<file path="config.mk">
export PLATFORM = sky130hd
export DESIGN_NAME = feedback_frame_change_detector_core
export DESIGN_NICKNAME = d
export VERILOG_FILES = /design/src/rtl/ffcd_pkg.sv /design/src/rtl/ffcd_ctrl.sv /design/src/rtl/ffcd_datapath.sv /design/src/rtl/feedback_frame_change_detector_core.sv
export SDC_FILE = /design/constraint.sdc
export NUM_CORES = 1
export LEC_CHECK = 0
export BUFFER_PORTS_ARGS = -buffer_cell sky130_fd_sc_hd__buf_2
export CAP_MARGIN = 5
export CORE_ASPECT_RATIO = 2
export CORE_MARGIN = 2
export CORE_UTILIZATION = 63
export CTS_CLUSTER_SIZE = 10
export DETAILED_ROUTE_END_ITERATION = 12
export PLACE_DENSITY = 0.81
export SYNTH_ARGS = -nofsm -noshare
export SYNTH_HDL_FRONTEND = slang
export SYNTH_HIERARCHICAL = 1
export SYNTH_SLANG_ARGS = --single-unit
</file>
<file path="constraint.sdc">
create_clock -name clk -period 5.3 [get_ports clk]
set_input_delay 1.06 -clock clk [delete_from_list [all_inputs] [get_ports clk]]
set_output_delay 1.06 -clock clk [all_outputs]
set_load 0.02 [all_outputs]
</file>
<file path="src/rtl/ffcd_pkg.sv">
// Shared types and constants for the feedback frame change detector.
`timescale 1ns / 1ps

package ffcd_pkg;

  localparam int unsigned MAX_FEEDBACK_BYTES_DEF = 64;
  localparam logic [7:0]  HEADER_BYTE            = 8'h69;
  localparam int unsigned CONTACT_W              = 10;
  localparam int unsigned OUT_DATA_W             = 16;
  localparam int unsigned IN_DATA_W              = 8;

  typedef enum logic [2:0] {
    PH_HUNT   = 3'd0,
    PH_COUNT  = 3'd1,
    PH_MODULE = 3'd2,
    PH_HIGH   = 3'd3,
    PH_LOW    = 3'd4,
    PH_TRAIL  = 3'd5
  } phase_t;

  typedef enum logic [2:0] {
    S_IDLE,
    S_RD_LO,
    S_RD_HI,
    S_CMP,
    S_EMIT
  } ctrl_state_t;

  typedef struct packed {
    logic take;
    logic rd_sel;
    logic cap_lo;
    logic cap_hi;
    logic pop;
  } ctrl_cmd_t;

  typedef struct packed {
    logic rec_hit;
    logic mask_nz;
    logic last;
  } dp_status_t;

endpackage

</file>
<file path="src/rtl/ffcd_ctrl.sv">
// Controller state machine: byte intake, store read sequence and event emission.
`timescale 1ns / 1ps

module ffcd_ctrl (
  input  logic                clk,
  input  logic                rst,
  input  logic                in_valid,
  output logic                in_ready,
  output logic                out_valid,
  input  logic                out_ready,
  input  ffcd_pkg::dp_status_t status,
  output ffcd_pkg::ctrl_cmd_t  cmd
);
  import ffcd_pkg::*;

  ctrl_state_t state;
  ctrl_state_t state_next;

  always_ff @(posedge clk) begin
    if (rst) begin
      state <= S_IDLE;
    end else begin
      state <= state_next;
    end
  end

  always_comb begin
    state_next = state;
    case (state)
      S_IDLE: begin
        if (in_valid && status.rec_hit) begin
          state_next = S_RD_LO;
        end
      end
      S_RD_LO: state_next = S_RD_HI;
      S_RD_HI: state_next = S_CMP;
      S_CMP:   state_next = S_EMIT;
      S_EMIT: begin
        if (!status.mask_nz || (out_ready && status.last)) begin
          state_next = S_IDLE;
        end
      end
      default: state_next = S_IDLE;
    endcase
  end

  always_comb begin
    in_ready   = 1'b0;
    out_valid  = 1'b0;
    cmd        = '0;
    case (state)
      S_IDLE: begin
        in_ready = 1'b1;
        cmd.take = in_valid;
      end
      S_RD_LO: cmd.rd_sel = 1'b0;
      S_RD_HI: begin
        cmd.rd_sel = 1'b1;
        cmd.cap_lo = 1'b1;
      end
      S_CMP: cmd.cap_hi = 1'b1;
      S_EMIT: begin
        out_valid = status.mask_nz;
        cmd.pop   = status.mask_nz && out_ready;
      end
      default: cmd = '0;
    endcase
  end

endmodule

</file>
<file path="src/rtl/ffcd_datapath.sv">
// Datapath: frame parser registers, feedback byte store, change mask and event encoder.
`timescale 1ns / 1ps

module ffcd_datapath #(
  parameter int unsigned MAX_FEEDBACK_BYTES = ffcd_pkg::MAX_FEEDBACK_BYTES_DEF
) (
  input  logic                                  clk,
  input  logic                                  rst,
  input  logic [ffcd_pkg::IN_DATA_W-1:0]        rx_byte,
  input  ffcd_pkg::ctrl_cmd_t                   cmd,
  output ffcd_pkg::dp_status_t                  status,
  output logic [ffcd_pkg::CONTACT_W-1:0]        contact,
  output logic                                  occupied
);
  import ffcd_pkg::*;

  localparam int unsigned AW   = (MAX_FEEDBACK_BYTES > 2) ? $clog2(MAX_FEEDBACK_BYTES) : 1;
  localparam logic [7:0]  HALF = 8'(MAX_FEEDBACK_BYTES >> 1);

  phase_t     phase;
  logic [7:0] records_left;
  logic [7:0] record_module;
  logic [7:0] held_high_byte;
  logic [7:0] low_byte;
  logic [7:0] left_dec;

  logic [7:0]    mem [MAX_FEEDBACK_BYTES];
  logic [7:0]    rdata;
  logic [MAX_FEEDBACK_BYTES-1:0] first_report;
  logic [8:0]    pos_full;
  logic [AW-1:0] pos;
  logic [AW-1:0] pos_hi;
  logic [AW-1:0] rd_addr;
  logic [15:0]   mask;
  logic [7:0]    diff;
  logic [3:0]    idx;
  logic [15:0]   rest;
  logic [15:0]   val16;
  logic [15:0]   contact_full;

  assign left_dec = records_left - 8'd1;
  assign pos_full = {1'b0, record_module - 8'd1} << 1;
  assign pos      = pos_full[AW-1:0];
  assign pos_hi   = pos + AW'(1);
  assign rd_addr  = cmd.rd_sel ? pos_hi : pos;

  always_ff @(posedge clk) begin
    if (rst) begin
      phase          <= PH_HUNT;
      records_left   <= '0;
      record_module  <= '0;
      held_high_byte <= '0;
    end else if (cmd.take) begin
      case (phase)
        PH_COUNT: begin
          records_left <= rx_byte;
          phase        <= (rx_byte == 8'd0) ? PH_TRAIL : PH_MODULE;
        end
        PH_MODULE: begin
          record_module <= rx_byte;
          phase         <= PH_HIGH;
        end
        PH_HIGH: begin
          held_high_byte <= rx_byte;
          phase          <= PH_LOW;
        end
        PH_LOW: begin
          records_left <= left_dec;
          phase        <= (left_dec == 8'd0) ? PH_TRAIL : PH_MODULE;
        end
        PH_TRAIL: phase <= PH_HUNT;
        default: phase <= (rx_byte == HEADER_BYTE) ? PH_COUNT : PH_HUNT;
      endcase
    end
  end

  always_ff @(posedge clk) begin
    if (cmd.take) begin
      low_byte <= rx_byte;
    end
  end

  assign status.rec_hit = (phase == PH_LOW) && (record_module != 8'd0) &&
                          (record_module <= HALF);

  always_ff @(posedge clk) begin
    if (cmd.cap_lo) begin
      mem[pos] <= low_byte;
    end else if (cmd.cap_hi) begin
      mem[pos_hi] <= held_high_byte;
    end
    rdata <= mem[rd_addr];
  end

  always_comb begin
    if (cmd.cap_lo) begin
      diff = first_report[pos] ? 8'hFF : (rdata ^ low_byte);
    end else begin
      diff = first_report[pos_hi] ? 8'hFF : (rdata ^ held_high_byte);
    end
  end

  always_ff @(posedge clk) begin
    if (rst) begin
      first_report <= '1;
    end else if (cmd.cap_hi) begin
      first_report[pos]    <= 1'b0;
      first_report[pos_hi] <= 1'b0;
    end
  end

  always_comb begin
    idx = 4'd0;
    for (int i = 15; i >= 0; i--) begin
      if (mask[i]) begin
        idx = 4'(i);
      end
    end
  end

  assign rest = mask & ~(16'd1 << idx);

  always_ff @(posedge clk) begin
    if (rst) begin
      mask <= '0;
    end else if (cmd.cap_lo) begin
      mask[7:0] <= diff;
    end else if (cmd.cap_hi) begin
      mask[15:8] <= diff;
    end else if (cmd.pop) begin
      mask <= rest;
    end
  end

  assign status.mask_nz = (mask != 16'd0);
  assign status.last    = (rest == 16'd0);

  assign val16        = {held_high_byte, low_byte};
  assign contact_full = (16'(pos) << 3) + 16'(idx) + 16'd1;
  assign contact      = contact_full[CONTACT_W-1:0];
  assign occupied     = val16[idx];

endmodule

</file>
<file path="src/rtl/feedback_frame_change_detector_core.sv">
// Top level of the feedback frame change detector.
//
// Slave channel s_axis_*: one received serial byte per word in tdata[7:0].
// Master channel m_axis_*: one contact event per word, tdata holds the
// contact number and its new state, tlast marks the final event of a record.
// Bytes that do not complete a record are taken one per cycle while no
// lookup is pending, and give no events. The low byte of a record triggers
// a store lookup: both stored positions are read in turn through the
// single-read-port byte store in S_RD_LO, S_RD_HI and S_CMP, m_axis_tvalid
// rises in S_EMIT, and events then follow one per cycle while m_axis_tready
// is high, up to sixteen per record. A record with no changes goes from
// S_EMIT straight back to S_IDLE and raises s_axis_tready again.
// s_axis_tready stays low while a record is being compared or its events
// are pending.
// Reset clears the parser to header hunt and marks every position as not
// yet reported at once; no clearing pass is needed.
// When the receiver stalls, the current event holds on m_axis_tdata and
// m_axis_tlast until taken, and no further byte is accepted.
`timescale 1ns / 1ps

module feedback_frame_change_detector_core #(
  parameter int unsigned MAX_FEEDBACK_BYTES = ffcd_pkg::MAX_FEEDBACK_BYTES_DEF
) (
  input  logic                               clk,
  input  logic                               rst,
  input  logic                               s_axis_tvalid,
  output logic                               s_axis_tready,
  input  logic [ffcd_pkg::IN_DATA_W-1:0]     s_axis_tdata,   // [7:0] rx_byte
  output logic                               m_axis_tvalid,
  input  logic                               m_axis_tready,
  output logic [ffcd_pkg::OUT_DATA_W-1:0]    m_axis_tdata,   // [9:0] contact, [10] occupied
  output logic                               m_axis_tlast    // last_event
);
  import ffcd_pkg::*;

  ctrl_cmd_t                cmd;
  dp_status_t               status;
  logic [CONTACT_W-1:0]     contact;
  logic                     occupied;

  ffcd_ctrl u_ctrl (
    .clk       (clk),
    .rst       (rst),
    .in_valid  (s_axis_tvalid),
    .in_ready  (s_axis_tready),
    .out_valid (m_axis_tvalid),
    .out_ready (m_axis_tready),
    .status    (status),
    .cmd       (cmd)
  );

  ffcd_datapath #(
    .MAX_FEEDBACK_BYTES (MAX_FEEDBACK_BYTES)
  ) u_datapath (
    .clk      (clk),
    .rst      (rst),
    .rx_byte  (s_axis_tdata),
    .cmd      (cmd),
    .status   (status),
    .contact  (contact),
    .occupied (occupied)
  );

  assign m_axis_tdata = {(OUT_DATA_W - CONTACT_W - 1)'(0), occupied, contact};
  assign m_axis_tlast = status.last;

endmodule

</file>
==> flow_metrics.tcl, run 1 <==
set metrics [dict create \
    placedInstanceArea_mm2 0.0271 \
    ys_types 84 \
    finalHoldViolCount 0 \
    via_count 15000 \
    final_core_util_pct 69.9 \
    rows 106 \
    numCtsBuffers 73 \
    clk_pin_slew_ns 0.05 \
    grt_max_degree 120 \
    status "complete, no violations" \
    die_height_um 294 \
    wire_per_inst_um 30.9 \
    drt_iter0_markers 1605 \
    slowest_stage "dfxtp_1" \
    power_leakage_nw 9.02 \
    p_total_mw 9.98 \
    setup_viol 0 \
    period_minus_slack_ns 4.88 \
    yosysSeqAreaShare_pct 67.8 \
    slowest_delay_ns 0.57 \
    area_delta_synth_final_pct 9.80 \
    skew_ns 0.0169 \
    irDropWorstVdd_v 0.000243 \
    synthCells 1583 \
    synth_seq_cells 638 \
    path_class "reg2out" \
    fp.dieW_um 149 \
    cts_root_buf "clkbuf_16" \
    antenna_found_initial 0 \
    startpoint_type "register" \
    grt_usage_pct 31.7 \
    drtPass1Iterations 7 \
    fin_area_mm2 0.0291 \
    cts_tree "built" \
    fmax_ghz 0.205 \
    power_density_mw_per_mm2 343 \
    initial_core_util_pct 63.7 \
    core_mm2 0.0416 \
    cp_data_required_time_ns 4.24 \
    fin_crit_sh_pct 92.2 \
    ctsResizeCount 0 \
    dp_hpwl_um 42500 \
    antenna_left 0 \
    htreeDepth 3 \
    grt_first_pass_wirelength_um 100000 \
    crit_path_end_kind "primary output" \
    portBuffers 25 \
    cts_setup_buffers 0 \
    path_cells "nor2b_1, o21ai_0, and2_1, nand2_1, inv_1, ha_1, o22ai_1, a221oi_1, nand4_1, a2111oi_2, buf_2" \
    worstHoldPathType "reg2reg" \
    n_fill_cell 2561 \
    die_area_mm2 0.0438 \
    diodes 0 \
    clock_sinks 638 \
    nets 1642 \
    timing.slew.headroom_pct 14.2 \
    tns_ns 0 \
    insertion_delay_ns 0.61 \
    routed_wl_um 67500 \
    syn_area_per_cell_um2 16.8 \
    drc_errors 0 \
    place.gp.congestion 0.926 \
    grt_pass1_vias 15500 \
    synth.cell_area_mm2 0.0265 \
    crit_fanout 8 \
    arrival_ns 3.82 \
    drive_above_1_share_pct 18.7 \
    rsz0062_at_grt "no" \
    drv_slew 0 \
    yosysWarnings 6 \
    clockBufferDepth 3 \
    synthArstFlopShare_pct 0 \
    overflow 0 \
    vias_per_cell 6.89 \
    synth_ff_type "edfxtp_1" \
    io_pins 31 \
    synth_edf_count 520 \
    drv_cap 0 \
    hold_buffers 0 \
    worst_pin_slew_ns 1.28 \
]
==> power breakdown <==
| part | switching (mW) | total [mW] | internal [mW] | leakage (nW) |
|---|---|---|---|---|
| sequential | 0.00528 | 5.43 | 5.43 | 5.63 |
| clock | 1.90 | 4.42 | 2.52 | 0.981 |
| combinational | 0.109 | 0.126 | 0.0168 | 2.40 |
| total | 2.01 | 9.98 | 7.97 | 9.02 |
==> area by class of cell <==
cell class	instances	area [um2]	area share [%]
clock buffers	94	1910	6.55
flip-flops and latches	638	18000	61.8
repair buffers	49	358	1.23
inverters	26	97.6	0.335
multi-input cells	830	7960	27.3
well taps	540	676	2.32
clock inverters	8	134	0.460
==> cell usage in the layout, fill, tap and decap left out, types with 19 or more instances in the layout <==
cell type / n
nand2_1: 91
inv_1: 25
clkbuf_16: 73
nand2b_1: 33
edfxtp_1: 520
clkbuf_1: 21
o21ai_0: 26
mux2i_1: 54
buf_2: 24
mux4_2: 139
buf_4: 21
dfxtp_1: 117
xnor2_1: 22
nor3_1: 19
nor2_1: 112
a21oi_1: 43
mux4_1: 21
a21o_1: 65
==> synth_stat cells (all sizes together) (4+ instances only) <==
master	instances	share of area [%]
ha	12	0.57
o221ai	5	0.17
and2	10	0.24
dfxtp	118	8.9
xnor2	23	0.79
clkbuf	41	0.58
inv	26	0.37
nand3	16	0.30
edfxtp	520	59
mux2i	54	2.0
nor2	114	1.6
o211ai	6	0.19
nor2b	14	0.34
nor4	9	0.37
and3	5	0.12
a21o	65	1.8
o21ai	27	0.51
nand4	5	0.12
a311oi	8	0.26
xor2	5	0.17
nand2b	34	0.81
a211oi	13	0.41
nor3	21	0.42
o22ai	15	0.35
or4	6	0.17
or3	4	0.094
nand2	100	1.4
mux4	160	14
a21oi	46	0.90
buf	52	1.5
==> critical path: cells and delay by family, from the launching register on <==
family	cells	cell delay, ns
AO/OA/AOI/OAI	4	1.24
AND/OR/NAND/NOR	4	0.67
flip-flops	1	0.57
buffers and inverters	2	0.38
adder cells (fa/ha/maj)	1	0.36
==> path summary, 6_finish.rpt <==
path	start	endpoint	slack (ns)	cells after the start
hold reg to reg	u_datapath/first_report[8]	u_datapath/first_report[8]	0.45	1
setup / recovery	u_datapath/mask[2]	m_axis_tlast	0.42	11
setup reg to reg	u_datapath/record_module[0]	u_datapath/mask[5]	1.52	8
hold / removal	u_datapath/first_report[8]	u_datapath/first_report[8]	0.45	1
==> state kept, by name, summed over array words and instances (netlist names), 8 cells and up <==
register / cells
u_datapath/records_left: 8
u_datapath/mask: 16
u_datapath/record_module: 8
u_datapath/rdata: 8
u_datapath/low_byte: 8
u_datapath/mem: 512
u_datapath/first_report: 64
u_datapath/held_high_byte: 8
==> logic make-up after synthesis <==
kind of cell / Yosys count / synth area share, %
AO/OA/AOI/OAI: 215 / 5.71
adder cells (fa/ha/maj): 12 / 0.566
other: 1 / 0.0141
flip-flops: 638 / 67.8
buffers and inverters: 119 / 2.41
multiplexers: 216 / 16.0
AND/OR/NAND/NOR: 354 / 6.54
XOR/XNOR: 28 / 0.953
==> per-stage QoR <==
step                      hold WS (ns)  std cells  setup WS [ns]
after floorplan                  0.421       1587           1.06
after global placement           0.428       2083           1.15
after detailed placement         0.433       2083           1.05
after CTS                        0.446       2185          0.422
after global routing             0.463       2185          0.107
final                            0.445       2185          0.416
==> metal layers <==
layer  up-vias  GRT usage (%)  share of wire [%]
li1       6284              -                  -
met1      7632           35.8                 32
met2       884           56.3                 54
met3       245           4.78                6.8
met4         0           19.5                7.2
met5         -              0                  0
Note: power is estimated with default switching activity, not from simulation.
==> run 2: changes to the inputs <==
--- a/config.mk
+++ b/config.mk
@@ -5,7 +5,7 @@
 export SDC_FILE = /design/constraint.sdc
 export NUM_CORES = 1
 export LEC_CHECK = 0
-export BUFFER_PORTS_ARGS = -buffer_cell sky130_fd_sc_hd__buf_2
+export BUFFER_PORTS_ARGS = -buffer_cell sky130_fd_sc_hd__clkbuf_2
 export CAP_MARGIN = 5
 export CORE_ASPECT_RATIO = 2
 export CORE_MARGIN = 2
==> run 2 against run 1 <==
  * Hold slack improved by 0.0024 ns
  * Global-route usage rose by 0.089 points
  * Non-clock buffer count grew 6
  * First-iteration DRC count down 9.0%
  * Sequential power hardly changed
  * Highest routed layer unchanged
  * Register-to-register slack worse by 0.19 ns
  * Combinational power increased by 3%
  * Largest cell class unchanged
  * Cell count rose by 0.27%
==> flow_metrics.tcl, run 2 (synthesis results as in run 1) <==
set metrics [dict create \
    status "complete, no violations" \
    worstHoldPathType "reg2reg" \
    area_delta_synth_final_pct 10.1 \
    fin_crit_sh_pct 94.3 \
    routed_wl_um 67700 \
    power_leakage_nw 9.08 \
    clockBufferDepth 3 \
    drv_cap 0 \
    reg.largest.list "u_datapath/mem: 512 flops, u_datapath/first_report: 64 flops, u_datapath/mask: 16 flops" \
    clockPowerShare_pct 44.5 \
    sequentialPowerShare_pct 54.2 \
    io_pins 31 \
    overflow 0 \
    die_area_mm2 0.0438 \
    power_density_mw_per_mm2 343 \
    worst_pin_slew_ns 1.36 \
    period_minus_slack_ns 5.00 \
    drt_iter0_markers 1460 \
    mostFrequentLayoutCell "edfxtp_1" \
    hold_start "u_datapath/first_report[19]" \
    clk_pin_slew_ns 0.06 \
    cts_setup_buffers 0 \
    grt_max_degree 145 \
    largest_register "u_datapath/mem" \
    drv_slew 0 \
    crit_fanout 6 \
    fp.dieW_um 149 \
    finalHoldViolCount 0 \
    cts_tree "built" \
    via_count 15100 \
    wire_per_inst_um 30.9 \
    placedInstanceArea_mm2 0.0271 \
    insertion_delay_ns 0.59 \
    combPwrFrac_pct 1.3 \
    slowest_delay_ns 0.62 \
    final_cell_mix "520 x edfxtp_1, 139 x mux4_2, 117 x dfxtp_1, 112 x nor2_1, 91 x nand2_1" \
    r2r_start "u_datapath/record_module[0]" \
    fin_area_mm2 0.0292 \
    nets 1648 \
    die_height_um 294 \
    path_cells "nor2_1, a221oi_1, o211ai_1, nand2_1, ha_1, ha_1, o22ai_1, a221oi_1, nand4_1, a2111oi_2, clkbuf_2" \
    arrival_ns 3.94 \
    antenna_found_initial 0 \
    path_class "reg2out" \
    hold_buffers 0 \
    clock_sinks 638 \
    critical_path.startpoint "u_datapath/mask[13]" \
    power.switching_mw 1.97 \
    drc_errors 0 \
    core_mm2 0.0416 \
    setup_viol 0 \
    tns_ns 0 \
    swShare_pct 19.7 \
    fmax_ghz 0.200 \
    diodes 0 \
    portBuffers 25 \
    skew_ns 0.0203 \
    largest_register_ffs 512 \
    drtPass1Iterations 5 \
    initial_core_util_pct 63.7 \
    slowest_stage "a221oi_1" \
    dp_hpwl_um 42700 \
    ctsResizeCount 0 \
    crit_path_end_kind "primary output" \
    irDropWorstVdd_v 0.000286 \
    antenna_left 0 \
    grt_pass1_vias 15800 \
    startpoint_type "register" \
    vias_per_cell 6.91 \
    rsz0062_at_grt "no" \
    rows 106 \
    p_int_mw 8.04 \
    htreeDepth 3 \
    cp_data_required_time_ns 4.24 \
    drive_above_1_share_pct 19.0 \
    grt_first_pass_wirelength_um 100000 \
    grt_usage_pct 31.8 \
    place.gp.congestion 0.923 \
    cts_root_buf "clkbuf_16" \
    numCtsBuffers 73 \
    timing.slew.headroom_pct 8.62 \
]
run 2: critical path: cells and delay by family (launching register included):
family | cells | cell delay, ns
fa+ha+maj | 2 | 0.57
flops | 1 | 0.46
simple gates | 3 | 0.48
buf+inv | 1 | 0.23
compound gates | 5 | 1.62
run 2: path summary, 6_finish.rpt:
| kind | end | slack (ns) | cells past startpoint |
|---|---|---|---|
| setup / recovery | m_axis_tlast | 0.30 | 11 |
| hold / removal | u_datapath/first_report[19] | 0.45 | 1 |
| setup reg to reg | u_datapath/mask[12] | 1.33 | 7 |
| hold reg to reg | u_datapath/first_report[19] | 0.45 | 1 |
run 2: per-layer routing:
| layer | vias up | track usage, % | wire length, um |
|---|---|---|---|
| met3 | 253 | 5.05 | 4530 |
| met4 | 0 | 21.7 | 5310 |
| li1 | 6292 | - | - |
| met2 | 877 | 55.8 | 36200 |
| met5 | - | 0 | 0 |
| met1 | 7721 | 35.2 | 21700 |
run 2: layout make-up:
cell class                 instances  area (um2)
clock buffer                      97        1980
clock inverter                     5        72.6
fill                            2578       12400
inverter                          26        97.6
multi-input combinational        830        7960
sequential                       638       18000
tap                              540         676
timing repair buffer              55         428
run 2: stage by stage:
step	std cells	hold slack (ns)	power [mW]	util (%)	setup slack [ns]
finish	2191	0.448	10.0	70.1	0.301
global route	2191	0.462	10.2	70.1	0.133
CTS	2188	0.448	10.1	70.0	0.358
detailed placement	2086	0.434	5.66	65.0	0.985
global placement	2086	0.427	5.65	65.0	0.987
floorplan	1587	0.421	5.60	-	1.06
run 2: power groups by stage:
stage	sequential, mW	combinational (mW)	clock [mW]
floorplan	5.53	0.0667	0
global placement	5.53	0.114	0
detailed placement	5.53	0.122	0
CTS	5.43	0.123	4.51
global route	5.43	0.139	4.67
finish	5.43	0.130	4.45
